**config.mk**
```make
export PLATFORM = sky130hd
export DESIGN_NAME = can_frame_to_ascii_hex
export DESIGN_NICKNAME = d
export VERILOG_FILES = /design/src/cfah_pkg.sv /design/src/can_frame_to_ascii_hex.sv
export VERILOG_INCLUDE_DIRS = /design/src /design/src/src
export SDC_FILE = /design/constraint.sdc
export NUM_CORES = 1
export LEC_CHECK = 0
export BUFFER_PORTS_ARGS = -buffer_cell sky130_fd_sc_hd__buf_2
export CAP_MARGIN = 10
export CORE_MARGIN = 4
export CORE_UTILIZATION = 48
export CTS_BUF_LIST = sky130_fd_sc_hd__clkbuf_8
export DETAILED_ROUTE_END_ITERATION = 6
export GPL_TIMING_DRIVEN = 0
export PLACE_DENSITY = 0.78
export SLEW_MARGIN = 20
export SYNTH_ARGS = -nofsm -noshare
export SYNTH_HDL_FRONTEND = slang
export SYNTH_SLANG_ARGS = --single-unit
```
**constraint.sdc**
```tcl
create_clock -name aclk -period 4.1 [get_ports aclk]
set_input_delay 0.205 -clock aclk [delete_from_list [all_inputs] [get_ports aclk]]
set_output_delay 0.205 -clock aclk [all_outputs]
set_load 0.005 [all_outputs]
```
**src/can_frame_to_ascii_hex_assert.svh**
```systemverilog
// Assertion macros shared by the CAN frame text serializer.
`ifndef CAN_FRAME_TO_ASCII_HEX_ASSERT_SVH
`define CAN_FRAME_TO_ASCII_HEX_ASSERT_SVH
`ifndef SYNTHESIS
// Checked property that is ignored while reset is asserted.
`define CFAH_ASSERT(lbl, clk, rstn, prop) \
    lbl: assert property (@(posedge clk) disable iff (!(rstn)) prop) \
        else $error("cfah assertion failed");
// Checked property that is also evaluated during reset.
`define CFAH_ASSERT_RST(lbl, clk, prop) \
    lbl: assert property (@(posedge clk) prop) \
        else $error("cfah reset assertion failed");
`else
`define CFAH_ASSERT(lbl, clk, rstn, prop)
`define CFAH_ASSERT_RST(lbl, clk, prop)
`endif
`endif

```
**src/cfah_pkg.sv**
```systemverilog
// Types, character constants and the hex digit helper of the CAN frame serializer.
`timescale 1ns / 1ps
package cfah_pkg;

    typedef struct packed {
        logic [28:0] identifier;
        logic        remote_request;
        logic        extended_frame;
        logic [3:0]  data_length;
        logic [7:0]  byte_0;
        logic [7:0]  byte_1;
        logic [7:0]  byte_2;
        logic [7:0]  byte_3;
        logic [7:0]  byte_4;
        logic [7:0]  byte_5;
        logic [7:0]  byte_6;
        logic [7:0]  byte_7;
    } cfah_frame_t;

    typedef struct packed {
        logic [6:0] character;
        logic       last_character;
    } cfah_result_t;

    localparam logic [6:0] CHAR_I    = 7'h49;
    localparam logic [6:0] CHAR_R    = 7'h52;
    localparam logic [6:0] CHAR_ZERO = 7'h30;
    localparam logic [6:0] CHAR_A    = 7'h41;
    localparam logic [6:0] CHAR_NUL  = 7'h00;

    localparam logic [3:0] MAX_DATA  = 4'd8;
    localparam logic [3:0] HEX_TEN   = 4'hA;

    // Text positions of the fixed fields.
    localparam logic [4:0] POS_START = 5'd0;
    localparam logic [4:0] POS_FLAG  = 5'd9;
    localparam logic [4:0] POS_LEN   = 5'd10;
    localparam logic [4:0] POS_DATA  = 5'd11;

    // Register index decoded from paddr[2].
    localparam logic REG_EXT_ID_SUPPORT = 1'b0;

    function automatic logic [6:0] hex_digit(input logic [3:0] n);
        logic [6:0] c;
        if (n < HEX_TEN) begin
            c = CHAR_ZERO + {3'b000, n};
        end else begin
            c = CHAR_A + {3'b000, n - HEX_TEN};
        end
        return c;
    endfunction

endpackage

```
**src/can_frame_to_ascii_hex.sv**
```systemverilog
// CAN frame to ASCII hex text serializer with its configuration register.
`timescale 1ns / 1ps
`include "can_frame_to_ascii_hex_assert.svh"
// One accepted frame is held in a frame register and read out as text, one
// character per cycle while m_ready allows, through a registered output stage:
// 'I', eight identifier hex digits (upper four NUL if extended_id_support is 0),
// the flag character, the length digit and two digits per data byte, up to
// eight bytes, as the position counter over the frame register steps. The next
// frame is accepted in the cycle its predecessor's final character moves into
// the output register, so frames follow without a gap while m_ready is high.
// Register extended_id_support lies at address 0 (reset 1); write it only
// while the block is idle.
module can_frame_to_ascii_hex
    import cfah_pkg::*;
(
    input  logic               aclk,
    input  logic               aresetn,
    input  logic               s_valid,
    output logic               s_ready,
    input  cfah_frame_t        s_frame,
    output logic               m_valid,
    input  logic               m_ready,
    output cfah_result_t       m_result,
    input  logic               psel,
    input  logic               penable,
    input  logic               pwrite,
    input  logic [2:0]         paddr,
    input  logic [31:0]        pwdata,
    output logic [31:0]        prdata,
    output logic               pready
);

    logic        ext_support_reg;
    cfah_frame_t frame_reg;
    logic        busy_reg;
    logic [4:0]  pos_reg;
    logic        m_valid_reg;
    logic [6:0]  char_reg;
    logic        last_reg;

    logic        load_out;
    logic        last_pos;
    logic [3:0]  len_sat;
    logic [4:0]  end_pos;
    logic [6:0]  char_next;
    logic [31:0] id_wide;
    logic [2:0]  nib_idx;
    logic [4:0]  data_off;
    logic [7:0]  data_bytes [8];
    logic [7:0]  cur_byte;
    logic        s_accept;
    logic        cfg_write;

    assign pready    = 1'b1;
    assign cfg_write = psel && penable && pwrite;
    assign prdata    = (paddr[2] == REG_EXT_ID_SUPPORT) ? {31'd0, ext_support_reg} : 32'd0;

    always_ff @(posedge aclk) begin
        if (!aresetn) begin
            ext_support_reg <= 1'b1;
        end else if (cfg_write && paddr[2] == REG_EXT_ID_SUPPORT) begin
            ext_support_reg <= pwdata[0];
        end
    end

    assign len_sat  = (frame_reg.data_length > MAX_DATA) ? MAX_DATA : frame_reg.data_length;
    assign end_pos  = POS_LEN + {len_sat, 1'b0};
    assign last_pos = (pos_reg == end_pos);
    assign load_out = busy_reg && (!m_valid_reg || m_ready);
    assign s_ready  = !busy_reg || (load_out && last_pos);
    assign s_accept = s_valid && s_ready;

    assign id_wide  = {3'b000, frame_reg.identifier};
    assign nib_idx  = 3'(4'd8 - pos_reg[3:0]);
    assign data_off = pos_reg - POS_DATA;

    always_comb begin
        data_bytes[0] = frame_reg.byte_0;
        data_bytes[1] = frame_reg.byte_1;
        data_bytes[2] = frame_reg.byte_2;
        data_bytes[3] = frame_reg.byte_3;
        data_bytes[4] = frame_reg.byte_4;
        data_bytes[5] = frame_reg.byte_5;
        data_bytes[6] = frame_reg.byte_6;
        data_bytes[7] = frame_reg.byte_7;
    end

    assign cur_byte = data_bytes[data_off[3:1]];

    always_comb begin
        priority if (pos_reg == POS_START) begin
            char_next = CHAR_I;
        end else if (pos_reg < POS_FLAG) begin
            // Positions 1 to 4 carry the upper identifier nibbles.
            if (pos_reg < 5'd5 && !ext_support_reg) begin
                char_next = CHAR_NUL;
            end else begin
                char_next = hex_digit(id_wide[{nib_idx, 2'b00} +: 4]);
            end
        end else if (pos_reg == POS_FLAG) begin
            char_next = CHAR_R + {6'd0, frame_reg.remote_request}
                      + {5'd0, frame_reg.extended_frame & ext_support_reg, 1'b0};
        end else if (pos_reg == POS_LEN) begin
            char_next = CHAR_ZERO + {3'b000, len_sat};
        end else begin
            char_next = data_off[0] ? hex_digit(cur_byte[3:0]) : hex_digit(cur_byte[7:4]);
        end
    end

    always_ff @(posedge aclk) begin
        if (!aresetn) begin
            busy_reg <= 1'b0;
            pos_reg  <= POS_START;
        end else if (s_accept) begin
            busy_reg <= 1'b1;
            pos_reg  <= POS_START;
        end else if (load_out && last_pos) begin
            busy_reg <= 1'b0;
        end else if (load_out) begin
            pos_reg <= pos_reg + 5'd1;
        end
    end

    always_ff @(posedge aclk) begin
        if (s_accept) begin
            frame_reg <= s_frame;
        end
    end

    always_ff @(posedge aclk) begin
        if (!aresetn) begin
            m_valid_reg <= 1'b0;
        end else if (load_out) begin
            m_valid_reg <= 1'b1;
        end else if (m_ready) begin
            m_valid_reg <= 1'b0;
        end
    end

    always_ff @(posedge aclk) begin
        if (load_out) begin
            char_reg <= char_next;
            last_reg <= last_pos;
        end
    end

    assign m_valid                 = m_valid_reg;
    assign m_result.character      = char_reg;
    assign m_result.last_character = last_reg;

    `CFAH_ASSERT(a_accept_restarts, aclk, aresetn, s_accept |=> (busy_reg && pos_reg == POS_START))
    `CFAH_ASSERT(a_pos_in_range, aclk, aresetn, busy_reg |-> (pos_reg <= end_pos))
    `CFAH_ASSERT(a_last_marked, aclk, aresetn, (load_out && last_pos) |=> (m_valid_reg && last_reg))
    `CFAH_ASSERT_RST(a_reset_idle, aclk, !aresetn |=> (!m_valid_reg && !busy_reg))

endmodule
```
==> Word level (Yosys, flattened, before mapping) <==
Cells that the tools add are included.
Widths: inputs -> output; s select.
{ "totals": {"output_inout_bits": 43, "regBits": 115} }
{ "op_classes": {"addsub": 16, "n_eq_ne": 3, "n_shift": 1, "n_reduce_logical": 17, "n_mux": 17, "bitwise_logic": 5, "n_lt_le_gt_ge": 7} }
{ "ops": {"columns": ["op", "count"], "rows": [
  ["$mux 7", 8],
  ["$shiftx 32x6->4", 1],
  ["$add 6x4->7 const A", 4],
  ["$bmux 8 s3", 1],
  ["$add 7x4->7 const A", 3],
  ["$mux 8", 2],
  ["$sub 4x4->4 const B", 4],
  ["$lt 4x4->1 const B", 3],
  ["$eq 5x4->1 const B", 2],
  ["$add 7x1->7 const A", 1],
  ["$add 7x2->7", 1],
  ["$logic_and 1x1->1", 7],
  ["$add 4x5->5 const A", 1],
  ["$add 5x1->5 const B", 1],
  ["$eq 5x5->1", 1],
  ["$logic_not 5->1", 1],
  ["$lt 5x3->1 const B", 1],
  ["$lt 5x4->1 const B", 1],
  ["$mux 1", 5],
  ["$ge 4x4->1 const B", 1],
  ["$gt 4x4->1 const B", 1],
  ["$mux 4", 1],
  ["$not 3->4", 1],
  ["$reduce_bool 2->1", 2],
  ["7 further kinds", 12]
]} }

==> Logic depth before layout (Yosys ltp) <==
{ "logic_depth": {"ltp_word": 12, "ltp_mapped": 14, "mapped_depth_nobuf": 12} }

==> Least setup slack after synthesis <==
No wires, ideal clock.
{ "synth_timing": {"path_kind": "reg2reg", "startpoint": "reg frame_reg[65] (netlist bit)", "endpoint": "reg frame_reg, in the netlist data_bytes[0], enable pin", "t_required_ns": 3.631, "stages_incl_launch_ff": 8, "setup_slack_ns": -0.339, "synth_period_minus_slack_ns": 4.439, "n_path_buf": 1, "arrival_ns": 3.970, "cell_sequence": "edfxtp_1 -> clkbuf_1 -> a21bo_2 -> a211oi_1 -> o21ai_0 -> a221o_1 -> o21ai_1 -> and2_1"} }
{ "synth_via": {"elab_chain_len": 7} }
{ "synth_rtl": {"columns": ["element", "line_no", "source"], "rows": [
  ["start, declared", "can_frame_to_ascii_hex.sv:34", "cfah_frame_t frame_reg;"],
  ["start signal, assigned", "can_frame_to_ascii_hex.sv:126", "frame_reg <= s_frame;"],
  ["$gt 4x4->1", "can_frame_to_ascii_hex.sv:66", "assign len_sat = (frame_reg.data_length > MAX_DATA) ? MAX_DATA : frame_reg.data_length;"],
  ["$mux 4 *", "can_frame_to_ascii_hex.sv:66", null],
  ["$add 4x5->5 *", "can_frame_to_ascii_hex.sv:67", "assign end_pos = POS_LEN + {len_sat, 1'b0};"],
  ["$eq 5x5->1 *", "can_frame_to_ascii_hex.sv:68", "assign last_pos = (pos_reg == end_pos);"],
  ["$logic_and 1x1->1 *", "can_frame_to_ascii_hex.sv:70", "assign s_ready = !busy_reg || (load_out && last_pos);"],
  ["$logic_or 1x1->1 *", "can_frame_to_ascii_hex.sv:70", null],
  ["via s_ready", "can_frame_to_ascii_hex.sv:19", "output logic s_ready,"],
  ["$logic_and 1x1->1 *", "can_frame_to_ascii_hex.sv:71", "assign s_accept = s_valid && s_ready;"],
  ["via s_accept", "can_frame_to_ascii_hex.sv:51", "logic s_accept;"]
]} }
Mark *: on every way through the listed nets, which the timed path passes. The rest lies on a longest branch.
A chain may end at the register's enable or synchronous reset.

==> Worst setup path after layout <==
{ "layout_timing": {"startpoint": "reg pos_reg[0]", "endpoint": "reg char_reg[3], data pin"} }
{ "layout_lines": {"columns": ["element", "line_no", "source"], "rows": [
  ["start, declared", "can_frame_to_ascii_hex.sv:36", "logic [4:0] pos_reg;"],
  ["start signal, assigned", "can_frame_to_ascii_hex.sv:120", "pos_reg <= pos_reg + 5'd1;"],
  ["$sub 4x4->4", "can_frame_to_ascii_hex.sv:75", "assign data_off = pos_reg - POS_DATA;"],
  ["via data_off[0]", "can_frame_to_ascii_hex.sv:48", "logic [4:0] data_off;"],
  ["$mux 7", "can_frame_to_ascii_hex.sv:106", "char_next = data_off[0] ? hex_digit(cur_byte[3:0]) : hex_digit(cur_byte[7:4]);"],
  ["$mux 7", "can_frame_to_ascii_hex.sv:103", "end else if (pos_reg == POS_LEN) begin"],
  ["$mux 7", "can_frame_to_ascii_hex.sv:100", "end else if (pos_reg == POS_FLAG) begin"],
  ["$mux 7", "can_frame_to_ascii_hex.sv:93", "end else if (pos_reg < POS_FLAG) begin"],
  ["end signal, assigned", "can_frame_to_ascii_hex.sv:142", "char_reg <= char_next;"],
  ["end, declared", "can_frame_to_ascii_hex.sv:38", "logic [6:0] char_reg;"]
]} }
The timed path passes the listed nets, and every way through them passes these cells. The select of a mux whose other input is x is not followed.

==> results.ini <==
[min_path]
min_from=s_valid
hold_path.class=in -> reg

[sta]
setup_ws_ps=227
relSlewSlack=0.567
finalSetupViolations=0
min_period_ps=3870
finalSetupTns_ps=0
worstMarginPinSlew_ps=646
slew_violations=0
fmax_mhz=258
grt_setup_unrepaired=no
hold_viol=0
clock_skew_ps=17.5
finalCritPeriodShare=0.945

[finish]
area_delta_synth_final_pct=39.3
fin_area_mm2=0.00834
drive_gt1_frac=0.307
fin_nets=913
antenna_cells=0
final_core_util=0.689
largest_register_ffs=64

[setup_path]
cp_max_fo=10
cp.required_ps=4280
start_kind=flip-flop
cp-end-kind=flip-flop
worstPathArrival_ps=4050
critical_path_class=reg -> reg
crit_path_start=pos_reg[0]$_SDFFE_PP0P_
r2r_start=pos_reg[0]$_SDFFE_PP0P_

[logic_synthesis]
synth_area_leaders=edfxtp_1 54%, buf_4 4.6%, mux4_2 4.1%, a21oi_1 4.1%, nand2b_1 4.0%
ys_ff_latch=115
yosysTopAreaCell=edfxtp_1
yosys.area.top_type_share=0.536
avgSynthCellArea_um2=12.2
async_flop_share=0
synth_edf_count=107
synth.most_common_cell=edfxtp_1
ys.flop_type=edfxtp_1
synth.distinct_cells=64
seq_area_frac_synth=0.563
synth_cells=490
syn-cell-area_mm2=0.00599
yosys-top-cells-count=107 x edfxtp_1, 49 x a21oi_1, 39 x nand2_1, 38 x nand2b_1, 37 x buf_4
ys_warn_count=0

[floorplanning]
design.core.area_mm2=0.0121
die_area_mm2=0.0143
start_util=0.495
die-width_um=120
dieHeight_um=120
pin_count=184
rows=40

[clock_tree]
max-clock-path-buffers=2
clkLatencyLatePin_ps=450
clock_sinks=115
clk_pin_slew_ps=80
cts-root-buf=clkbuf_8
htreeDepth=4
cts_tree=built
numCtsBuffers=17

[job]
cap_violations=0

[global_route]
grt_pass1_vias=4976
grt_usage=0.226
grt_pass1_wl_um=25400
grt_max_degree=60
antenna_found_initial=0
overflow=0

[detailed_routing]
ant_nets=0
wl_um=15700
wl_per_cell_um=16.7
drtIter0Drc=411
drc=0
drt_first_pass_iters=6
vias=4801
vias_per_cell=5.11

[power_and_ir_drop]
switching_share=0.280
p_leak_nw=3.39
p_total_mw=2.83
vdd_drop_max_mv=0.308
seqPwrFrac=0.489
powerDensity_mw_per_mm2=340
p_clk_frac=0.342
p_sw_mw=0.792
comb_power_share=0.169
internal_power_mw=2.04

[placed_design]
portBuffers=118
gp_congestion=0.898
placed_cell_area_mm2=0.00693
pre_cts_slack_ps=-64.6
hpwl_um=9620

[outcome]
status=finished, final reports clean

## cell families (layout without fill, tap and decap cells)
| family | count (synthesis) | count (layout) | synth area share |
|---|---|---|---|
| XOR/XNOR | 16 | 16 | 0.0259 |
| flip-flops | 115 | 115 | 0.563 |
| multiplexers | 24 | 24 | 0.0647 |
| other | 2 | 32 | 0.00125 |
| AO/OA/AOI/OAI | 103 | 103 | 0.111 |
| adder cells (fa/ha/maj) | 13 | 13 | 0.0272 |
| AND/OR/NAND/NOR | 150 | 150 | 0.136 |
| buffers and inverters | 67 | 319 | 0.0706 |
## stage by stage
stage,cells,hold slack [ps]
floorplan,520,267
global placement,806,381
detailed placement,807,383
CTS,940,8.54
global route,940,59.4
finish,940,38.9
## cell type report
class / instances / area (µm²)
clock buffer: 17 / 234
tap: 168 / 210
multi-input combinational: 338 / 2350
inverter: 13 / 48.8
fill: 863 / 3770
timing repair buffer: 220 / 1630
clock inverter: 15 / 121
buffer: 54 / 379
sequential: 115 / 3370
## placed cells by master (no fill, tap or decap), types with 17 or more instances in the layout
master / Yosys / final
clkbuf_8: 0 / 17
nor3_1: 17 / 17
buf_4: 37 / 37
nand2b_1: 38 / 38
nand2_1: 39 / 39
a21oi_1: 49 / 49
dlygate4sd3_1: 0 / 101
buf_2: 8 / 124
conb_1: 2 / 32
nor2_1: 20 / 20
edfxtp_1: 107 / 107
## power by group through the flow
stage,clock [mW],sequential [mW],combinational (mW)
final,0.970,1.38,0.479
after CTS,0.972,1.38,0.461
after floorplan,0,1.40,0.261
after global routing,1.04,1.39,0.526
after detailed placement,0,1.41,0.385
after global placement,0,1.41,0.369
## timing repair
item                                   CTS  global route
endpoints found under the hold margin  101             0
buffers inserted                         0             0
setup endpoints to repair                1             4
resized for setup                        1             8
hold buffers                           101             0
## worst paths after layout
| kind | cells after the start | slack [ps] | end |
|---|---|---|---|
| worst max register to register | 14 | 230 | char_reg[3]$_SDFFCE_PN1P_ |
| worst min-delay path | 3 | 40 | busy_reg$_SDFFE_PN0P_ |
| worst max-delay path | 14 | 230 | char_reg[3]$_SDFFCE_PN1P_ |
| worst min register to register | 1 | 500 | m_valid$_SDFFE_PN0P_ |
## per-layer routing
metal  up-vias  GRT usage  share of wire
met3        18     0.0627          0.078
met2       211      0.401           0.52
met1      2289      0.273           0.39
li1       2283          -              -
met4         0     0.0551         0.0096
met5         -          0              0
## worst max-delay path, cell delays in order, from the launching register on
cell      delay [ps]
dfxtp_1          390
buf_4            220
clkbuf_4         230
inv_1            150
ha_2             430
buf_4            230
mux2_2           360
a221o_1          400
o21ai_2          130
ha_1             250
nand3_1           90
a21oi_1          240
o41ai_2          110
a311oi_1         270
a21oi_1          120
(Power assumes the default switching activity.)
